### src/rtl/lfua_pkg.sv
// Shared types, widths and helpers for the lowest free unit allocator.
package lfua_pkg;

    localparam int NUM_UNITS_DEF = 64;
    localparam int TIME_BITS_DEF = 32;

    localparam int IN_TIME_W = 32;
    localparam int INDEX_W   = 6;
    localparam int USES_W    = 16;
    localparam int OPENED_W  = 7;

    localparam logic [USES_W-1:0] USES_MAX = '1;

    typedef struct packed {
        logic [IN_TIME_W-1:0] start_time;
        logic [IN_TIME_W-1:0] end_time;
        logic                 last_request;
    } req_t;

    typedef struct packed {
        logic [INDEX_W-1:0]  unit_index;
        logic [USES_W-1:0]   unit_uses;
        logic [OPENED_W-1:0] units_opened;
        logic                all_busy;
        logic                batch_done;
    } rsp_t;

    // Allocation decision carried down the pipe with each request
    typedef struct packed {
        logic found;
        logic all_busy;
        logic batch_done;
        logic fresh;
    } alloc_t;

    function automatic logic [USES_W-1:0] sat_inc(input logic [USES_W-1:0] v);
        return (v == USES_MAX) ? v : v + 1'b1;
    endfunction

endpackage

### src/rtl/lfua_cells.sv
// Per-unit end-time cells, free compare and lowest-index priority encoder.
module lfua_cells
    import lfua_pkg::*;
#(
    parameter int NUM_UNITS = NUM_UNITS_DEF,
    parameter int TIME_BITS = TIME_BITS_DEF,
    localparam int IDX_W    = $clog2(NUM_UNITS),
    localparam int CNT_W    = $clog2(NUM_UNITS + 1)
) (
    input  logic                 clk,
    input  logic                 rst_n,
    input  logic [IN_TIME_W-1:0] start_time,
    input  logic [IN_TIME_W-1:0] end_time,
    input  logic                 last_request,
    input  logic                 commit,
    output logic [IDX_W-1:0]     pick,
    output logic                 found,
    output logic                 fresh,
    output logic [CNT_W-1:0]     opened_after
);

    logic [TIME_BITS-1:0] busy_until_reg [NUM_UNITS];
    logic [CNT_W-1:0]     opened_reg;
    logic [CNT_W-1:0]     opened_next;
    logic [TIME_BITS-1:0] start_t;
    logic [TIME_BITS-1:0] end_t;
    logic [NUM_UNITS-1:0] free;
    logic [NUM_UNITS-1:0] lowest;
    logic [IDX_W-1:0]     pick_enc;
    logic                 any_free;
    logic                 can_open;

    assign start_t = TIME_BITS'(start_time);
    assign end_t   = TIME_BITS'(end_time);

    always_comb
    begin
        for (int i = 0; i < NUM_UNITS; i++)
        begin
            free[i] = (CNT_W'(i) < opened_reg) && (busy_until_reg[i] <= start_t);
        end
    end

    // isolate the lowest set bit, then encode it
    assign lowest = free & (~free + 1'b1);

    always_comb
    begin
        pick_enc = '0;
        for (int i = 0; i < NUM_UNITS; i++)
        begin
            pick_enc = pick_enc | (lowest[i] ? IDX_W'(i) : '0);
        end
    end

    assign any_free = |free;
    assign can_open = (opened_reg != CNT_W'(NUM_UNITS));
    assign found    = any_free || can_open;
    assign pick     = any_free ? pick_enc : IDX_W'(opened_reg);

    // a newly opened unit has not been used yet in this batch
    assign fresh = !any_free && can_open;

    assign opened_after = fresh ? opened_reg + 1'b1 : opened_reg;

    always_comb
    begin
        opened_next = opened_reg;
        if (commit)
        begin
            opened_next = last_request ? '0 : opened_after;
        end
    end

    always_ff @(posedge clk or negedge rst_n)
    begin
        if (!rst_n)
        begin
            opened_reg <= '0;
        end
        else
        begin
            opened_reg <= opened_next;
        end
    end

    // only opened units are compared, so the end times need no reset
    always_ff @(posedge clk)
    begin
        if (commit && found)
        begin
            busy_until_reg[pick] <= end_t;
        end
    end

endmodule

### config.mk
export PLATFORM = sky130hd
export DESIGN_NAME = lfua_cells
export DESIGN_NICKNAME = d
export VERILOG_FILES = /design/src/rtl/lfua_pkg.sv /design/src/rtl/lfua_cells.sv
export SDC_FILE = /design/constraint.sdc
export NUM_CORES = 2
export LEC_CHECK = 0
export ABC_AREA = 1
export BUFFER_PORTS_ARGS = -buffer_cell sky130_fd_sc_hd__buf_2
export CAP_MARGIN = 20
export CORE_ASPECT_RATIO = 2
export CORE_MARGIN = 2
export CORE_UTILIZATION = 56
export DETAILED_ROUTE_END_ITERATION = 8
export PLACE_DENSITY = 0.77
export REMOVE_ABC_BUFFERS = 1
export SETUP_SLACK_MARGIN = 0.02
export SYNTH_ARGS = -nofsm -noshare
export SYNTH_HDL_FRONTEND = slang
export SYNTH_SLANG_ARGS = --single-unit
### constraint.sdc
create_clock -name clk -period 11.65 [get_ports clk]
set_clock_uncertainty 0.1 [all_clocks]
set_input_delay 3.495 -clock clk [delete_from_list [all_inputs] [get_ports clk]]
set_output_delay 3.495 -clock clk [all_outputs]
set_load 0.02 [all_outputs]
==> impl_results.md <==
- Run status: finished with violations
- Failing checks: negative setup slack
- Final WL: 398 mm
- H-tree depth: 4
- Share of cells above drive strength 1: 10.6%
- Io pins: 83
- Fin crit share: 100%
- Crit path top cell by count: nand2_1
- Worst hold margin: 0.739 ns
- Clk sinks: 2055
- Port Buffers: 82
- Max Clock Freq: 85.8 MHz
- Slew @ Worst Pin: 1.14 ns
- Fin crit period: 11.66 ns
- EDFF count, synth: 2048
- Die Y: 635 um
- Most frequent cells in the layout: nand2_1 (2252), ha_1 (2050), edfxtp_1 (2048), a21oi_1 (1037), nor2_1 (732)
- Maximum clock path buffer count: 4
- Share of the synthesized area in the top cell type: 55.1%
- Setup violators final: 1
- Root Driver: clkbuf_16
- Gr ovfl total: 0
- Power per cell area: 151 mW/mm2
- DRC viols: 0
- Peak supply drop: 0.000223 V
- FP Rows: 231
- Largest net degree at the start of global routing: 55
- DIE AREA: 0.203 mm2
- Type of origin of the critical path: input pin
- Drt first pass iters: 8
- Yosys cell types: 43
- First-pass GRT wire length: 565 mm
- Initial core utilization: 56.4%
- Ranking of synthesized cells by area: edfxtp_1 (55%), ha_1 (23%), nand2_1 (7.6%), a21oi_1 (4.6%), nor2_1 (2.7%)
- CP Capture Type: primary output
- Yosys reg bits: 2055
- Slew headroom: 23.9%
- Clock slew at reported path FFs: 0.07 ns
- RSZ-0062 raised after global routing: false
- Leakage: 0.0539 uW
- Worst flop-to-flop path startpoint: opened_reg[2]$_DFFE_PN0P_
- Mapped Cells: 9652
- Placement Setup Slack: -0.0549 ns
- Initial antenna violation count: 22
- Commonest non-fill, non-tap cell in the layout: nand2_1
- Area of the core: 0.198 mm2
- Slowest-stage cell, CP: nor4_1
- Beginning of the worst hold path: opened_reg[5]$_DFFE_PN0P_
- DRT iter0 DRCs: 8244
- Max incr delay on CP: 0.52 ns
- Vias per Instance: 6.32
- Total power: 19200 uW
- Synth Cell Area: 0.112 mm2
- Vias: 83667
- RD Place Congestion: 1.07
- Async set-reset flop share out of synthesis: 0.341%
- Yosys synthesis warning count: 0
- Worst-path maximum fanout: 18
- Hpwl dp: 281 mm
- Largest area contributor in the netlist: edfxtp_1
- Min setup slack post-route: -0.00593 ns
- Mapped Avg Cell Area: 11.6 um2
- Num CTS Buffers: 186
- Overall routing resource usage: 39.0%
- Max-slew violations: 0
- Hold Path Class: flop to flop
- Critical setup path kind: input pin to primary output
- Number of global-route vias before repair: 86437
- CP Launch Point: start_time[25]
- Post-synthesis sequential area ratio: 55.3%
- Drt wl/cell: 30.1 um
- # nets final: 12642
- Clk Latency, worst-skew pair: 0.88 ns
- FILL cells: 14411
- Antenna-violating nets left: 0
- Max capacitance violation total: 0
- Most used DFF post-synth: edfxtp_1
- Final core occ: 64.3%
- CP arrival: 8.06 ns
- Hold buffer count at CTS: 0
- Die W: 320 um
- CTS tree: yes
- Critical Path RT: 8.06 ns
- Largest register FFs: 2048
- Area Growth Syn to Fin: 14.1%
- Hold Violations, Final: 0
-- where the power goes --
part	switching, uW	total (uW)	internal (uW)
Combinational	3030	4390	1360
Sequential	135	8820	8690
Clock	2810	5980	3170
Total	5980	19200	13200
-- metrics by stage --
step | instances | area (um2) | setup TNS, ns
after floorplan | 9644 | 112000 | 0
after global placement | 12898 | 122000 | -0.211
after detailed placement | 12898 | 122000 | -0.100
after CTS | 13224 | 127000 | 0
after global routing | 13231 | 127000 | 0
final | 13237 | 127000 | -0.00593
-- what timing repair did --
| item | CTS | global route |
|---|---|---|
| buffers inserted | 0 | 1 |
| pin swaps | 0 | 1 |
| gates resized for setup | 2 | 29 |
| cloned | 0 | 0 |
| setup endpoints to repair | 2 | 11 |
-- cell usage after synthesis (27+ instances only) --
master    count
nor4_1       34
o21a_1      125
ha_1       2050
a21oi_1    1037
inv_1       492
nor2_1      806
nand3_1     100
nand2_1    2256
edfxtp_1   2048
o21ai_0     267
o21bai_1     27
nor3_1       73
nand4_1     169
-- worst paths after layout --
path                                              endpoint  slack (ns)  depth (start not counted)
setup / recovery                                   pick[1]      -0.006                         27
hold / removal                   opened_reg[5]$_DFFE_PN0P_        0.74                          2
setup reg to reg           busy_until_reg[2][23]$_DFFE_PP_        4.43                         19
hold reg to reg                  opened_reg[5]$_DFFE_PN0P_        0.74                          2
max in group asynchronous        opened_reg[1]$_DFFE_PN0P_        8.91                          1
min in group asynchronous        opened_reg[2]$_DFFE_PN0P_        2.37                          1
-- final cells by class --
cell class	instances	area (um2)	share of cell area [%]
multi-input combinational	7072	48200	37.9
antenna	12	30.0	0.0236
sequential	2055	61700	48.4
tap	2563	3210	2.52
clock buffer	232	4910	3.86
inverter	517	2020	1.59
clock inverter	94	689	0.541
timing repair buffer	692	6640	5.21
-- worst max-delay path, delay by kind of cell --
family	cells	cell delay (ns)
simple gates	17	2.71
buf+inv	8	1.44
fa+ha+maj	1	0.19
compound gates	1	0.15
-- per-layer routing --
metal  track usage [%]  part of all wire [%]
met5                 0                 0.011
met4              40.1                    13
met3              6.92                   8.7
met2              66.4                    48
met1              39.1                    30
-- cells by family after synthesis --
kind of cell / share of synthesized area, %
and+or+nand+nor: 12.8
DFF: 55.3
adders and majority gates: 23.0
AOI/OAI and AO/OA: 7.14
buffers and inverters: 1.79
xor gates and xnor gates: 0.0392
(Power assumes the default switching activity.)
