`config.mk`:
```
export PLATFORM = sky130hd
export DESIGN_NAME = lfua_count
export DESIGN_NICKNAME = d
export VERILOG_FILES = /design/src/rtl/lfua_pkg.sv /design/src/rtl/lfua_ram.sv /design/src/rtl/lfua_count.sv
export SDC_FILE = /design/constraint.sdc
export NUM_CORES = 1
export LEC_CHECK = 0
export BUFFER_PORTS_ARGS = -buffer_cell sky130_fd_sc_hd__buf_2
export CAP_MARGIN = 20
export CORE_ASPECT_RATIO = 0.7
export CORE_UTILIZATION = 50
export CTS_CLUSTER_DIAMETER = 40
export DETAILED_ROUTE_END_ITERATION = 7
export PLACE_DENSITY = 0.75
export RECOVER_POWER = 100
export SETUP_SLACK_MARGIN = 0.05
export SLEW_MARGIN = 5
export SYNTH_ARGS = -nofsm -noshare
export SYNTH_HDL_FRONTEND = slang
export SYNTH_SLANG_ARGS = --single-unit
export TNS_END_PERCENT = 100
```
`constraint.sdc`:
```
create_clock -name clk -period 17.44 [get_ports clk]
set_clock_uncertainty 0.05 [all_clocks]
set_input_delay 1.744 -clock clk [delete_from_list [all_inputs] [get_ports clk]]
set_output_delay 1.744 -clock clk [all_outputs]
set_load 0.005 [all_outputs]
```
`src/rtl/lfua_pkg.sv`:
```
// Shared types, widths and helpers for the lowest free unit allocator.
package lfua_pkg;

    localparam int NUM_UNITS_DEF = 64;
    localparam int TIME_BITS_DEF = 32;

    localparam int IN_TIME_W = 32;
    localparam int INDEX_W   = 6;
    localparam int USES_W    = 16;
    localparam int OPENED_W  = 7;

    localparam logic [USES_W-1:0] USES_MAX = '1;

    typedef struct packed {
        logic [IN_TIME_W-1:0] start_time;
        logic [IN_TIME_W-1:0] end_time;
        logic                 last_request;
    } req_t;

    typedef struct packed {
        logic [INDEX_W-1:0]  unit_index;
        logic [USES_W-1:0]   unit_uses;
        logic [OPENED_W-1:0] units_opened;
        logic                all_busy;
        logic                batch_done;
    } rsp_t;

    // Allocation decision carried down the pipe with each request
    typedef struct packed {
        logic found;
        logic all_busy;
        logic batch_done;
        logic fresh;
    } alloc_t;

    function automatic logic [USES_W-1:0] sat_inc(input logic [USES_W-1:0] v);
        return (v == USES_MAX) ? v : v + 1'b1;
    endfunction

endpackage

```
`src/rtl/lfua_ram.sv`:
```
// Generic simple dual-port RAM with registered read.
module lfua_ram #(
    parameter int WIDTH = 16,
    parameter int DEPTH = 64,
    localparam int AW   = $clog2(DEPTH)
) (
    input  logic             clk,
    input  logic             we,
    input  logic [AW-1:0]    waddr,
    input  logic [WIDTH-1:0] wdata,
    input  logic             re,
    input  logic [AW-1:0]    raddr,
    output logic [WIDTH-1:0] rdata
);

    logic [WIDTH-1:0] mem [DEPTH];

    always_ff @(posedge clk)
    begin
        if (we)
        begin
            mem[waddr] <= wdata;
        end
        if (re)
        begin
            rdata <= mem[raddr];
        end
    end

endmodule

```
`src/rtl/lfua_count.sv`:
```
// Use counters: RAM with write forwarding; a newly opened unit counts from zero.
module lfua_count
    import lfua_pkg::*;
#(
    parameter int NUM_UNITS = NUM_UNITS_DEF,
    localparam int IDX_W    = $clog2(NUM_UNITS)
) (
    input  logic              clk,
    input  logic              rst_n,
    input  logic              rd_en,
    input  logic [IDX_W-1:0]  rd_addr,
    input  logic              retire,
    input  logic [IDX_W-1:0]  b_pick,
    input  alloc_t            b_ctrl,
    output logic [USES_W-1:0] uses
);

    logic [USES_W-1:0]    rdata;
    logic                 fwd_valid_reg;
    logic [IDX_W-1:0]     fwd_addr_reg;
    logic [USES_W-1:0]    fwd_data_reg;
    logic [USES_W-1:0]    cur;
    logic                 we;

    lfua_ram #(
        .WIDTH (USES_W),
        .DEPTH (NUM_UNITS)
    ) u_ram (
        .clk   (clk),
        .we    (we),
        .waddr (b_pick),
        .wdata (uses),
        .re    (rd_en),
        .raddr (rd_addr),
        .rdata (rdata)
    );

    assign we = retire && b_ctrl.found;

    // RAM read misses a write landing on the same edge; take it from fwd
    always_comb
    begin
        if (b_ctrl.fresh)
        begin
            cur = '0;
        end
        else if (fwd_valid_reg && (fwd_addr_reg == b_pick))
        begin
            cur = fwd_data_reg;
        end
        else
        begin
            cur = rdata;
        end
    end

    assign uses = b_ctrl.found ? sat_inc(cur) : '0;

    always_ff @(posedge clk or negedge rst_n)
    begin
        if (!rst_n)
        begin
            fwd_valid_reg <= 1'b0;
        end
        else
        begin
            if (rd_en)
            begin
                fwd_valid_reg <= we;
            end
        end
    end

    always_ff @(posedge clk)
    begin
        if (rd_en)
        begin
            fwd_addr_reg <= b_pick;
            fwd_data_reg <= uses;
        end
    end

endmodule

```
==> impl_metrics.xml, run 1 <==
<?xml version="1.0" encoding="UTF-8"?>
<metrics>
  <group name="status">
    <metric name="status" unit="">finished with violations</metric>
    <metric name="failed_checks" unit="">max-capacitance violations, max-slew violations</metric>
  </group>
  <group name="run">
    <metric name="drv_cap" unit="">20</metric>
  </group>
  <group name="yosys">
    <metric name="synth.avg_cell_area" unit="um2">21.9</metric>
    <metric name="ys_types" unit="">59</metric>
    <metric name="synth_seq_cells" unit="">1063</metric>
    <metric name="synth_seq_area_share" unit="%">77.4</metric>
    <metric name="synthFlopType" unit="">sky130_fd_sc_hd__edfxtp_1</metric>
    <metric name="yosysWarningCount" unit="">0</metric>
    <metric name="post_synth_inst_count" unit="">1887</metric>
    <metric name="yosysTopAreaCellShare" unit="%">77.3</metric>
    <metric name="mappedNetlistArea" unit="um2">41200</metric>
    <metric name="synth-edff-count" unit="">1062</metric>
    <metric name="synthesis.nets" unit="">1908</metric>
    <metric name="cell_taking_the_most_area_after_synthesis" unit="">sky130_fd_sc_hd__edfxtp_1</metric>
    <metric name="synth_top_cells_by_area" unit="">sky130_fd_sc_hd__edfxtp_1 77%, sky130_fd_sc_hd__mux4_2 14%, sky130_fd_sc_hd__a22oi_1 2.3%</metric>
    <metric name="postSynth.asyncResetShare" unit="%">0.0941</metric>
  </group>
  <group name="routing">
    <metric name="ant_nets" unit="">0</metric>
    <metric name="detail_route.wl_per_cell" unit="um">30.6</metric>
    <metric name="detail_route.first_pass.iterations" unit="">5</metric>
    <metric name="remaining_drc_errors" unit="">0</metric>
    <metric name="vias" unit="">20500</metric>
    <metric name="first_iter_violations" unit="">2909</metric>
    <metric name="route.final.wire_length" unit="um">96100</metric>
    <metric name="ratio_of_routed_vias_to_standard_cells" unit="">6.52</metric>
  </group>
  <group name="clock_tree">
    <metric name="clkSinkCount" unit="">1063</metric>
    <metric name="tritoncts" unit="">built</metric>
    <metric name="worst_skew_pair.late_latency" unit="ps">670</metric>
    <metric name="worst_setup_hold_path_clk_slew" unit="ps">70</metric>
    <metric name="tritoncts.num_buffers" unit="">96</metric>
    <metric name="cts-htree-levels" unit="">3</metric>
    <metric name="holdBufCountCts" unit="">0</metric>
    <metric name="ctsResizeCount" unit="">0</metric>
    <metric name="max-clock-path-buffers" unit="">3</metric>
    <metric name="postCtsSetupBuffers" unit="">0</metric>
    <metric name="cts_root_buffer" unit="">sky130_fd_sc_hd__clkbuf_16</metric>
  </group>
  <group name="power_and_ir_drop">
    <metric name="internal_power" unit="mW">4.10</metric>
    <metric name="p_seq_share" unit="%">54.8</metric>
    <metric name="power.density" unit="nW/um2">113</metric>
    <metric name="worst_ir_drop_vdd" unit="V">0.0000820</metric>
    <metric name="totalPowerFinal" unit="mW">5.19</metric>
    <metric name="power.combinational.fraction" unit="%">4.7</metric>
    <metric name="net_switching_fraction_of_the_power" unit="%">20.9</metric>
    <metric name="switching_power" unit="mW">1.08</metric>
    <metric name="cell_leakage_power" unit="nW">14.1</metric>
    <metric name="clkPwrFrac" unit="%">40.5</metric>
  </group>
  <group name="die">
    <metric name="start_util" unit="%">50.9</metric>
    <metric name="die_height" unit="um">242</metric>
    <metric name="std_cell_rows" unit="">87</metric>
    <metric name="die_w" unit="um">345</metric>
    <metric name="design.core.area" unit="um2">81100</metric>
    <metric name="num_io_pins" unit="">36</metric>
    <metric name="die_area" unit="um2">83700</metric>
  </group>
  <group name="critical_path">
    <metric name="critical_path.endpoint_type" unit="">output port</metric>
    <metric name="critPathRequiredTime" unit="ps">15650</metric>
    <metric name="timing.critical_path.cells" unit="">clkbuf_1 -&gt; xnor2_2 -&gt; nand4_1 -&gt; o21ai_0 -&gt; a21oi_1 -&gt; ha_1 -&gt; nand4b_1 -&gt; nor4_1 -&gt; a31oi_1 -&gt; mux2i_1 -&gt; o21ai_0 -&gt; a21oi_1 -&gt; clkbuf_1 -&gt; buf_2</metric>
    <metric name="timing.reg2reg.setup_slack" unit="ps">9750</metric>
    <metric name="setup.worst_path.class" unit="">in2out</metric>
    <metric name="critPathMaxFanout" unit="">34</metric>
    <metric name="arrival" unit="ps">9300</metric>
    <metric name="critPathLaunchType" unit="">primary input</metric>
    <metric name="cpLargestDelayFamily" unit="">compound AO/OA/AOI/OAI gates</metric>
    <metric name="crit_path_top_delay_cell" unit="">sky130_fd_sc_hd__a21oi_1</metric>
    <metric name="cp.buffers_inverters" unit="">3</metric>
    <metric name="worst_path_largest_cell_delay" unit="ps">2290</metric>
  </group>
  <group name="cells_and_area">
    <metric name="num-nets-final" unit="">2023</metric>
    <metric name="mostFrequentLayoutCells" unit="">1062 x sky130_fd_sc_hd__edfxtp_1, 256 x sky130_fd_sc_hd__mux4_2, 128 x sky130_fd_sc_hd__a22oi_1, 124 x sky130_fd_sc_hd__clkbuf_1, 98 x sky130_fd_sc_hd__clkbuf_16</metric>
    <metric name="post-route-cell-area" unit="um2">45700</metric>
    <metric name="final_cells" unit="">3147</metric>
    <metric name="largest_register_ff_count" unit="">1024</metric>
    <metric name="postLayoutCoreUtil" unit="%">56.4</metric>
    <metric name="syn2layout_area_growth" unit="%">10.8</metric>
    <metric name="layout-drive-gt1-share" unit="%">21.1</metric>
    <metric name="final_common_cell" unit="">sky130_fd_sc_hd__edfxtp_1</metric>
  </group>
  <group name="sta">
    <metric name="postLayoutSetupSlackWorst" unit="ps">6350</metric>
    <metric name="hold_ws" unit="ps">542</metric>
    <metric name="max_freq" unit="GHz">0.0901</metric>
    <metric name="grt_setup_unrepaired" unit="">no</metric>
    <metric name="final.min_clock_period" unit="ps">11090</metric>
    <metric name="worstMarginPinSlew" unit="ps">4180</metric>
    <metric name="finalSetupTns" unit="ps">0</metric>
    <metric name="slew-limit-headroom" unit="%">-179</metric>
    <metric name="final_setup_violation_count" unit="">0</metric>
    <metric name="hold_viol" unit="">0</metric>
    <metric name="final-max-slew-violation-count" unit="">1201</metric>
    <metric name="ratio_of_final_minimum_period_to_clock_period" unit="%">63.6</metric>
  </group>
  <group name="global_routing">
    <metric name="first_global_vias" unit="">20300</metric>
    <metric name="groute.usage.overall" unit="%">22.9</metric>
    <metric name="pin_count_of_the_biggest_net_entering_global_routing" unit="">126</metric>
    <metric name="grt_first_pass_wirelength" unit="um">139000</metric>
    <metric name="grt.overflow.total" unit="">0</metric>
    <metric name="antenna_found_initial" unit="">10</metric>
  </group>
  <group name="worst_hold_path">
    <metric name="hp-class" unit="">reg2reg</metric>
  </group>
  <group name="placement">
    <metric name="dp_worst_setup_slack" unit="ps">9430</metric>
    <metric name="post-place-cells" unit="">2972</metric>
    <metric name="hpwlAfterDp" unit="um">53900</metric>
    <metric name="numPortBuffers" unit="">33</metric>
    <metric name="gp_routability_congestion" unit="">0.842</metric>
    <metric name="post_dp_cell_area" unit="um2">43100</metric>
  </group>
</metrics>
-- per-layer routing --
metal  vias to the layer above  share of wire [%]  GRT usage [%]  wire length (um)
met2                      1242                 46           33.8             43800
met1                     10800                 40           34.1             38900
li1                       8291                  -              -                 -
met5                         -              0.046              0                44
met4                         6                2.5           6.43              2400
met3                       170                 11           5.90             11000
-- path summary, 6_finish.rpt --
| path | startpoint | endpoint | depth (start not counted) |
|---|---|---|---|
| max | b_pick[3] | uses[7] | 14 |
| min | fwd_valid_reg$_DFFE_PN0P_ | fwd_valid_reg$_DFFE_PN0P_ | 2 |
| max reg2reg | fwd_addr_reg[3]$_DFFE_PP_ | u_ram.mem[26][7]$_DFFE_PP_ | 12 |
| min reg2reg | fwd_valid_reg$_DFFE_PN0P_ | fwd_valid_reg$_DFFE_PN0P_ | 2 |
| max in group asynchronous | rst_n | fwd_valid_reg$_DFFE_PN0P_ | 1 |
| min in group asynchronous | rst_n | fwd_valid_reg$_DFFE_PN0P_ | 1 |
-- cell type report --
type | count | area [um2]
multi-input combinational | 712 | 8790
fill | 5822 | 35400
inverter | 6 | 22.5
clock inverter | 54 | 577
timing repair buffer | 123 | 539
antenna | 2 | 5.00
sequential | 1063 | 31900
clock buffer | 119 | 2530
tap | 1068 | 1340
-- Yosys cell counts (7+ instances only) --
cell type	count
sky130_fd_sc_hd__nor2_1	75
sky130_fd_sc_hd__a22oi_1	128
sky130_fd_sc_hd__o21ai_0	12
sky130_fd_sc_hd__nand3_1	19
sky130_fd_sc_hd__buf_1	18
sky130_fd_sc_hd__buf_6	14
sky130_fd_sc_hd__or4_1	16
sky130_fd_sc_hd__a21oi_1	80
sky130_fd_sc_hd__buf_4	7
sky130_fd_sc_hd__buf_2	16
sky130_fd_sc_hd__mux2i_1	16
sky130_fd_sc_hd__nor3_1	9
sky130_fd_sc_hd__edfxtp_1	1062
sky130_fd_sc_hd__nand2_1	19
sky130_fd_sc_hd__clkbuf_1	51
sky130_fd_sc_hd__mux4_2	256
-- power groups by stage --
| stage | logic [mW] | registers, mW | clock network (mW) |
|---|---|---|---|
| final | 0.244 | 2.84 | 2.10 |
| after global routing | 0.259 | 2.84 | 2.22 |
| after CTS | 0.244 | 2.83 | 2.13 |
| after detailed placement | 0.243 | 2.89 | 0 |
| after global placement | 0.236 | 2.89 | 0 |
| after floorplan | 0.157 | 2.89 | 0 |
-- cell families (layout without fill, tap and decap cells) --
family,after synthesis,in the layout,synth area share (%)
AO/OA/AOI/OAI,242,242,3.88
XOR/XNOR,8,8,0.206
adder cells (fa/ha/maj),1,1,0.0303
multiplexers,275,275,14.4
AND/OR/NAND/NOR,186,186,2.67
flip-flops,1063,1063,77.4
other,0,2,0
buffers and inverters,112,302,1.39
-- worst min-delay path, delay by kind of cell (launching register included) --
kind	cells	cell delay [ps]
DFF	1	400
AOI/OAI and AO/OA	1	90
buffers and inverters	1	60
Note: power is estimated with default switching activity, not from simulation.
==> run 2: changes to the inputs <==
- PLACE_DENSITY: 0.75 -> 0.78
- clock period: 17.44 -> 9 ns (I/O delays scaled with it)
==> run 2 against run 1 <==
Effect of this change:
- the run still ends with max-capacitance violations, max-slew violations left
- via count increased by 1.5%
- clock power increased by 88%
- sequential share of layout area about the same
- critical path depth decreased by 1
- largest power group unchanged
==> impl_metrics.xml, run 2 (synthesized netlist as in run 1, its figures left out) <==
<?xml version="1.0" encoding="UTF-8"?>
<metrics>
  <group name="routing">
    <metric name="remaining_drc_errors" unit="">0</metric>
    <metric name="detail_route.wl_per_cell" unit="um">31.3</metric>
    <metric name="vias" unit="">20800</metric>
    <metric name="ant_nets" unit="">0</metric>
    <metric name="first_iter_violations" unit="">3002</metric>
    <metric name="route.final.wire_length" unit="um">98800</metric>
    <metric name="ratio_of_routed_vias_to_standard_cells" unit="">6.60</metric>
    <metric name="detail_route.first_pass.iterations" unit="">5</metric>
  </group>
  <group name="cells_and_area">
    <metric name="post-route-cell-area" unit="um2">45700</metric>
    <metric name="final_cells" unit="">3154</metric>
    <metric name="num-nets-final" unit="">2024</metric>
    <metric name="postLayoutCoreUtil" unit="%">56.4</metric>
    <metric name="final.fill_count" unit="">5727</metric>
    <metric name="syn2layout_area_growth" unit="%">10.9</metric>
    <metric name="largest_register_ff_count" unit="">1024</metric>
    <metric name="mostFrequentLayoutCells" unit="">1062 x sky130_fd_sc_hd__edfxtp_1, 256 x sky130_fd_sc_hd__mux4_2, 128 x sky130_fd_sc_hd__a22oi_1, 109 x sky130_fd_sc_hd__clkbuf_1, 98 x sky130_fd_sc_hd__clkbuf_16</metric>
    <metric name="layout-drive-gt1-share" unit="%">21.9</metric>
    <metric name="final_common_cell" unit="">sky130_fd_sc_hd__edfxtp_1</metric>
  </group>
  <group name="critical_path">
    <metric name="critical_path_cell_count" unit="">13</metric>
    <metric name="worst_path_largest_cell_delay" unit="ps">2270</metric>
    <metric name="crit_path_top_delay_cell" unit="">sky130_fd_sc_hd__clkbuf_1</metric>
    <metric name="reg2reg_depth" unit="">12</metric>
    <metric name="critPathRequiredTime" unit="ps">8950</metric>
    <metric name="critPathMaxFanout" unit="">65</metric>
    <metric name="cp.buffers_inverters" unit="">2</metric>
    <metric name="r2r-start" unit="">fwd_addr_reg[1]$_DFFE_PP_</metric>
    <metric name="arrival" unit="ps">7220</metric>
    <metric name="cpLargestDelayFamily" unit="">buffers and inverters</metric>
    <metric name="critical_path.endpoint_type" unit="">register</metric>
    <metric name="timing.critical_path.cells" unit="">clkbuf_1 -&gt; xor2_1 -&gt; or3_1 -&gt; o21ai_0 -&gt; a21oi_1 -&gt; ha_1 -&gt; nand4b_1 -&gt; or3b_2 -&gt; nor2_1 -&gt; a21oi_1 -&gt; nor4b_2 -&gt; o221a_2 -&gt; clkbuf_1</metric>
    <metric name="worstSetupStartpoint" unit="">b_pick[5]</metric>
    <metric name="timing.reg2reg.setup_slack" unit="ps">2110</metric>
    <metric name="critical_path_destination" unit="">u_ram.mem[30][10]$_DFFE_PP_</metric>
    <metric name="worst_r2r_endpoint" unit="">u_ram.mem[30][10]$_DFFE_PP_</metric>
    <metric name="setup.worst_path.class" unit="">in2reg</metric>
    <metric name="critPathLaunchType" unit="">primary input</metric>
  </group>
  <group name="power_and_ir_drop">
    <metric name="power.combinational.fraction" unit="%">4.8</metric>
    <metric name="cell_leakage_power" unit="nW">14.2</metric>
    <metric name="switching_power" unit="mW">2.10</metric>
    <metric name="net_switching_fraction_of_the_power" unit="%">21.2</metric>
    <metric name="totalPowerFinal" unit="mW">9.92</metric>
    <metric name="worst_ir_drop_vdd" unit="V">0.000189</metric>
    <metric name="power.density" unit="nW/um2">217</metric>
    <metric name="internal_power" unit="mW">7.82</metric>
    <metric name="p_seq_share" unit="%">55.4</metric>
    <metric name="clkPwrFrac" unit="%">39.8</metric>
  </group>
  <group name="clock_tree">
    <metric name="worst_skew_pair.late_latency" unit="ps">660</metric>
    <metric name="max-clock-path-buffers" unit="">3</metric>
    <metric name="cts_root_buffer" unit="">sky130_fd_sc_hd__clkbuf_16</metric>
    <metric name="worst_setup_hold_path_clk_slew" unit="ps">60</metric>
    <metric name="tritoncts" unit="">built</metric>
    <metric name="tritoncts.num_buffers" unit="">95</metric>
    <metric name="cts-htree-levels" unit="">3</metric>
    <metric name="clkSinkCount" unit="">1063</metric>
  </group>
  <group name="status">
    <metric name="failed_checks" unit="">max-capacitance violations, max-slew violations</metric>
    <metric name="status" unit="">finished with violations</metric>
  </group>
  <group name="placement">
    <metric name="numPortBuffers" unit="">33</metric>
    <metric name="post_dp_cell_area" unit="um2">43100</metric>
    <metric name="gp_routability_congestion" unit="">0.953</metric>
    <metric name="post-place-cells" unit="">2973</metric>
    <metric name="dp_worst_setup_slack" unit="ps">3160</metric>
    <metric name="hpwlAfterDp" unit="um">55100</metric>
  </group>
  <group name="sta">
    <metric name="max_freq" unit="GHz">0.137</metric>
    <metric name="finalSetupTns" unit="ps">0</metric>
    <metric name="hold_ws" unit="ps">517</metric>
    <metric name="final_setup_violation_count" unit="">0</metric>
    <metric name="worstMarginPinSlew" unit="ps">3200</metric>
    <metric name="ratio_of_final_minimum_period_to_clock_period" unit="%">80.8</metric>
    <metric name="grt_setup_unrepaired" unit="">no</metric>
    <metric name="postLayoutSetupSlackWorst" unit="ps">1730</metric>
    <metric name="final.min_clock_period" unit="ps">7270</metric>
    <metric name="final-max-slew-violation-count" unit="">297</metric>
    <metric name="slew-limit-headroom" unit="%">-113</metric>
    <metric name="hold_viol" unit="">0</metric>
  </group>
  <group name="die">
    <metric name="num_io_pins" unit="">36</metric>
    <metric name="die_area" unit="um2">83700</metric>
    <metric name="design.core.area" unit="um2">81100</metric>
    <metric name="start_util" unit="%">50.9</metric>
    <metric name="die_height" unit="um">242</metric>
    <metric name="std_cell_rows" unit="">87</metric>
    <metric name="die_w" unit="um">345</metric>
  </group>
  <group name="worst_hold_path">
    <metric name="hp-class" unit="">in2async</metric>
  </group>
  <group name="run">
    <metric name="drv_cap" unit="">6</metric>
  </group>
  <group name="global_routing">
    <metric name="groute.usage.overall" unit="%">23.7</metric>
    <metric name="antenna_found_initial" unit="">11</metric>
    <metric name="first_global_vias" unit="">20400</metric>
    <metric name="grt_first_pass_wirelength" unit="um">143000</metric>
    <metric name="pin_count_of_the_biggest_net_entering_global_routing" unit="">142</metric>
    <metric name="grt.overflow.total" unit="">0</metric>
  </group>
</metrics>
## run 2: cell types whose count changed in the layout (fill, tap and decap cells not counted), sizes merged
cell,delta
clkinvlp,+2
clkinv,+7
buf,+14
bufinv,-4
dlygate4sd3,+1
inv,-3
clkbuf,-13
diode,+3
## run 2: routing by layer
metal	GRT usage, %	vias up	routed length [um]
met3	6.90	189	12500
met1	34.1	10900	38400
met5	0	-	43
met4	6.79	8	2680
met2	35.3	1396	45100
li1	-	8293	-
## run 2: worst min-delay path by stage
| stage | from | end | slack (ps) | cells after the start |
|---|---|---|---|---|
| 6_report | rst_n | fwd_valid_reg$_DFFE_PN0P_ | 520 | 2 |
| 5_1_grt | rst_n | fwd_valid_reg$_DFFE_PN0P_ | 510 | 2 |
| 4_1_cts | b_pick[2] | fwd_addr_reg[2]$_DFFE_PP_ | 400 | 1 |
| 3_5_place_dp | fwd_valid_reg$_DFFE_PN0P_ | fwd_valid_reg$_DFFE_PN0P_ | 540 | 2 |
| 3_3_place_gp | fwd_valid_reg$_DFFE_PN0P_ | fwd_valid_reg$_DFFE_PN0P_ | 540 | 2 |
| 2_1_floorplan | fwd_valid_reg$_DFFE_PN0P_ | fwd_valid_reg$_DFFE_PN0P_ | 480 | 2 |
## run 2: area by class of cell
class / instances / area (um2) / area share, %
well taps: 1068 / 1340 / 2.92
flip-flops and latches: 1063 / 31900 / 69.8
multi-input cells: 712 / 8820 / 19.3
repair buffers: 125 / 616 / 1.35
inverters: 6 / 22.5 / 0.0492
diodes: 5 / 12.5 / 0.0274
clock inverters: 56 / 474 / 1.04
clock buffers: 119 / 2530 / 5.54
## run 2: power groups by stage
| stage | Combinational, mW | Sequential (mW) | Clock, mW |
|---|---|---|---|
| finish | 0.477 | 5.50 | 3.94 |
| global route | 0.508 | 5.49 | 4.16 |
| CTS | 0.480 | 5.49 | 3.99 |
| detailed placement | 0.476 | 5.60 | 0 |
| global placement | 0.462 | 5.60 | 0 |
| floorplan | 0.305 | 5.60 | 0 |
## run 2: timing repair
item,in CTS,in global routing
endpoints found under the hold margin,1,0
gates resized for setup,0,0
hold buffers,1,0
buffers inserted,0,0
==> run 3: changes to the inputs <==
- PLACE_DENSITY: 0.78 -> 0.75
- clock period: 9 -> 6.7 ns (I/O delays scaled with it)
==> run 3 against run 2 <==
Effect of this change:
- the run still ends with max-capacitance violations, max-slew violations left
- die area is the same
- hold slack lost 280 ps
- final cell count grew 0.44%
- total power grew 35%
- first-iteration DRC count shrank 8.0%
- global-route usage grew 0.87 points
- clock-buffer cell count shrank 7
- critical path depth shrank 1
- largest power group unchanged
==> impl_metrics.xml, run 3 (synthesized netlist as in run 1, its figures left out) <==
<?xml version="1.0" encoding="UTF-8"?>
<metrics>
  <group name="status">
    <metric name="status" unit="">finished with violations</metric>
    <metric name="failed_checks" unit="">max-capacitance violations, max-slew violations</metric>
  </group>
  <group name="routing">
    <metric name="routed-wl-met3" unit="um">12900</metric>
    <metric name="route.final.wire_length" unit="um">103000</metric>
    <metric name="met1_length" unit="um">40800</metric>
    <metric name="ant_nets" unit="">0</metric>
    <metric name="vias" unit="">21100</metric>
    <metric name="detail_route.first_pass.iterations" unit="">5</metric>
    <metric name="ratio_of_routed_vias_to_standard_cells" unit="">6.66</metric>
    <metric name="remaining_drc_errors" unit="">0</metric>
    <metric name="detail_route.wl_per_cell" unit="um">32.4</metric>
    <metric name="wl_met2" unit="um">45700</metric>
    <metric name="maxUsedRoutingLayer" unit="">met5</metric>
    <metric name="first_iter_violations" unit="">2761</metric>
  </group>
  <group name="sta">
    <metric name="postLayoutSetupSlackWorst" unit="ps">743</metric>
    <metric name="grt_setup_unrepaired" unit="">no</metric>
    <metric name="finalSetupTns" unit="ps">0</metric>
    <metric name="final.min_clock_period" unit="ps">5960</metric>
    <metric name="hold_viol" unit="">0</metric>
    <metric name="max_freq" unit="GHz">0.168</metric>
    <metric name="final_setup_violation_count" unit="">0</metric>
    <metric name="final-max-slew-violation-count" unit="">389</metric>
    <metric name="hold_ws" unit="ps">236</metric>
    <metric name="worstMarginPinSlew" unit="ps">3400</metric>
    <metric name="ratio_of_final_minimum_period_to_clock_period" unit="%">88.9</metric>
    <metric name="slew-limit-headroom" unit="%">-126</metric>
  </group>
  <group name="placement">
    <metric name="gp_routability_congestion" unit="">0.912</metric>
    <metric name="hpwlAfterDp" unit="um">57700</metric>
    <metric name="dp_worst_setup_slack" unit="ps">1390</metric>
    <metric name="numPortBuffers" unit="">33</metric>
  </group>
  <group name="power_and_ir_drop">
    <metric name="totalPowerFinal" unit="mW">13.4</metric>
    <metric name="power.density" unit="nW/um2">292</metric>
    <metric name="worst_ir_drop_vdd" unit="V">0.000214</metric>
    <metric name="cell_leakage_power" unit="nW">14.2</metric>
  </group>
  <group name="clock_tree">
    <metric name="ctsResizeCount" unit="">0</metric>
    <metric name="holdBufCountCts" unit="">1</metric>
    <metric name="worst_setup_hold_path_clk_slew" unit="ps">70</metric>
    <metric name="max-clock-path-buffers" unit="">3</metric>
    <metric name="tritoncts" unit="">built</metric>
    <metric name="clkSinkCount" unit="">1063</metric>
    <metric name="postCtsSetupBuffers" unit="">0</metric>
    <metric name="worst_skew_pair.late_latency" unit="ps">670</metric>
    <metric name="cts-htree-levels" unit="">3</metric>
    <metric name="tritoncts.num_buffers" unit="">94</metric>
    <metric name="cts_root_buffer" unit="">sky130_fd_sc_hd__clkbuf_16</metric>
  </group>
  <group name="critical_path">
    <metric name="critPathRequiredTime" unit="ps">6870</metric>
    <metric name="critical_path.endpoint_type" unit="">register</metric>
    <metric name="r2r-start" unit="">fwd_addr_reg[0]$_DFFE_PP_</metric>
    <metric name="critPathLaunchType" unit="">register</metric>
    <metric name="critPathMaxFanout" unit="">41</metric>
    <metric name="arrival" unit="ps">6130</metric>
    <metric name="worstSetupStartpoint" unit="">fwd_addr_reg[0]$_DFFE_PP_</metric>
    <metric name="setup.worst_path.class" unit="">reg2reg</metric>
    <metric name="timing.reg2reg.setup_slack" unit="ps">740</metric>
  </group>
  <group name="die">
    <metric name="design.core.area" unit="um2">81100</metric>
    <metric name="std_cell_rows" unit="">87</metric>
    <metric name="die_w" unit="um">345</metric>
    <metric name="num_io_pins" unit="">36</metric>
    <metric name="start_util" unit="%">50.9</metric>
    <metric name="die_height" unit="um">242</metric>
    <metric name="die_area" unit="um2">83700</metric>
  </group>
  <group name="global_routing">
    <metric name="pin_count_of_the_biggest_net_entering_global_routing" unit="">113</metric>
    <metric name="grt_first_pass_wirelength" unit="um">147000</metric>
    <metric name="first_global_vias" unit="">20500</metric>
    <metric name="antenna_found_initial" unit="">17</metric>
    <metric name="groute.usage.overall" unit="%">24.5</metric>
    <metric name="grt.overflow.total" unit="">0</metric>
  </group>
  <group name="worst_hold_path">
    <metric name="hp-class" unit="">in2reg</metric>
    <metric name="hold_start" unit="">retire</metric>
  </group>
  <group name="cells_and_area">
    <metric name="largest_register_ff_count" unit="">1024</metric>
    <metric name="syn2layout_area_growth" unit="%">11.0</metric>
    <metric name="mostFrequentLayoutCells" unit="">1062 x sky130_fd_sc_hd__edfxtp_1, 256 x sky130_fd_sc_hd__mux4_2, 128 x sky130_fd_sc_hd__a22oi_1, 109 x sky130_fd_sc_hd__clkbuf_1, 97 x sky130_fd_sc_hd__clkbuf_16</metric>
    <metric name="final_common_cell" unit="">sky130_fd_sc_hd__edfxtp_1</metric>
    <metric name="layout-drive-gt1-share" unit="%">21.8</metric>
    <metric name="num-nets-final" unit="">2033</metric>
    <metric name="final.fill_count" unit="">5788</metric>
  </group>
  <group name="run">
    <metric name="drv_cap" unit="">11</metric>
  </group>
</metrics>
[run 3: cell count changes in the layout (fill, tap and decap cells not counted), sizes merged]
cell	previous run	this run
clkinv	40	41
buf	34	24
clkbuf	209	222
inv	9	15
bufinv	6	7
diode	5	12
clkinvlp	7	3
[run 3: cell type report]
cell class              count  area [um2]  area share [%]
diodes                     12        30.0          0.0656
clock buffers             112        2480            5.42
clock inverters            60         514            1.12
inverters                   6        22.5          0.0492
multi-input cells         712        8800            19.2
flip-flops and latches   1063       31900            69.7
well taps                1068        1340            2.92
repair buffers            135         688            1.50
[run 3: through the flow]
| stage | instance area, um2 | utilization [%] | std cells |
|---|---|---|---|
| global route | 45800 | 56.4 | 3157 |
| floorplan | 41200 | - | 1887 |
| finish | 45800 | 56.5 | 3168 |
| CTS | 46200 | 57.0 | 3156 |
| global placement | 43200 | 53.3 | 2983 |
| detailed placement | 43200 | 53.3 | 2983 |
[run 3: worst paths after layout]
| check | endpoint | cells after the start |
|---|---|---|
| worst max-delay path | u_ram.mem[62][6]$_DFFE_PP_ | 12 |
| worst min-delay path | fwd_valid_reg$_DFFE_PN0P_ | 3 |
| worst max register to register | u_ram.mem[62][6]$_DFFE_PP_ | 12 |
| worst min register to register | fwd_valid_reg$_DFFE_PN0P_ | 2 |
| max in group asynchronous | fwd_valid_reg$_DFFE_PN0P_ | 2 |
| min in group asynchronous | fwd_valid_reg$_DFFE_PN0P_ | 2 |
[run 3: worst max-delay path, cell delays in order, from the launching register on]
cell                       delay [ps]
sky130_fd_sc_hd__edfxtp_1         390
sky130_fd_sc_hd__xnor2_1          230
sky130_fd_sc_hd__and4_1           470
sky130_fd_sc_hd__nand3_1          120
sky130_fd_sc_hd__a21oi_1          250
sky130_fd_sc_hd__ha_1             360
sky130_fd_sc_hd__nand4b_1         240
sky130_fd_sc_hd__nor4_1           520
sky130_fd_sc_hd__nand3_1          160
sky130_fd_sc_hd__mux2_1           470
sky130_fd_sc_hd__a2111o_1         480
sky130_fd_sc_hd__nand2_2          530
sky130_fd_sc_hd__clkbuf_1        1230
[run 3: metal layers]
metal / vias up / track usage (%)
li1: 8325 / -
met1: 11200 / 36.3
met3: 197 / 7.06
met4: 6 / 7.52
met2: 1402 / 35.5
met5: - / 0
[run 3: power by group]
group | total [mW] | internal, mW | switching, mW
Sequential | 7.39 | 7.36 | 0.0211
Combinational | 0.656 | 0.227 | 0.428
Clock | 5.32 | 2.93 | 2.39
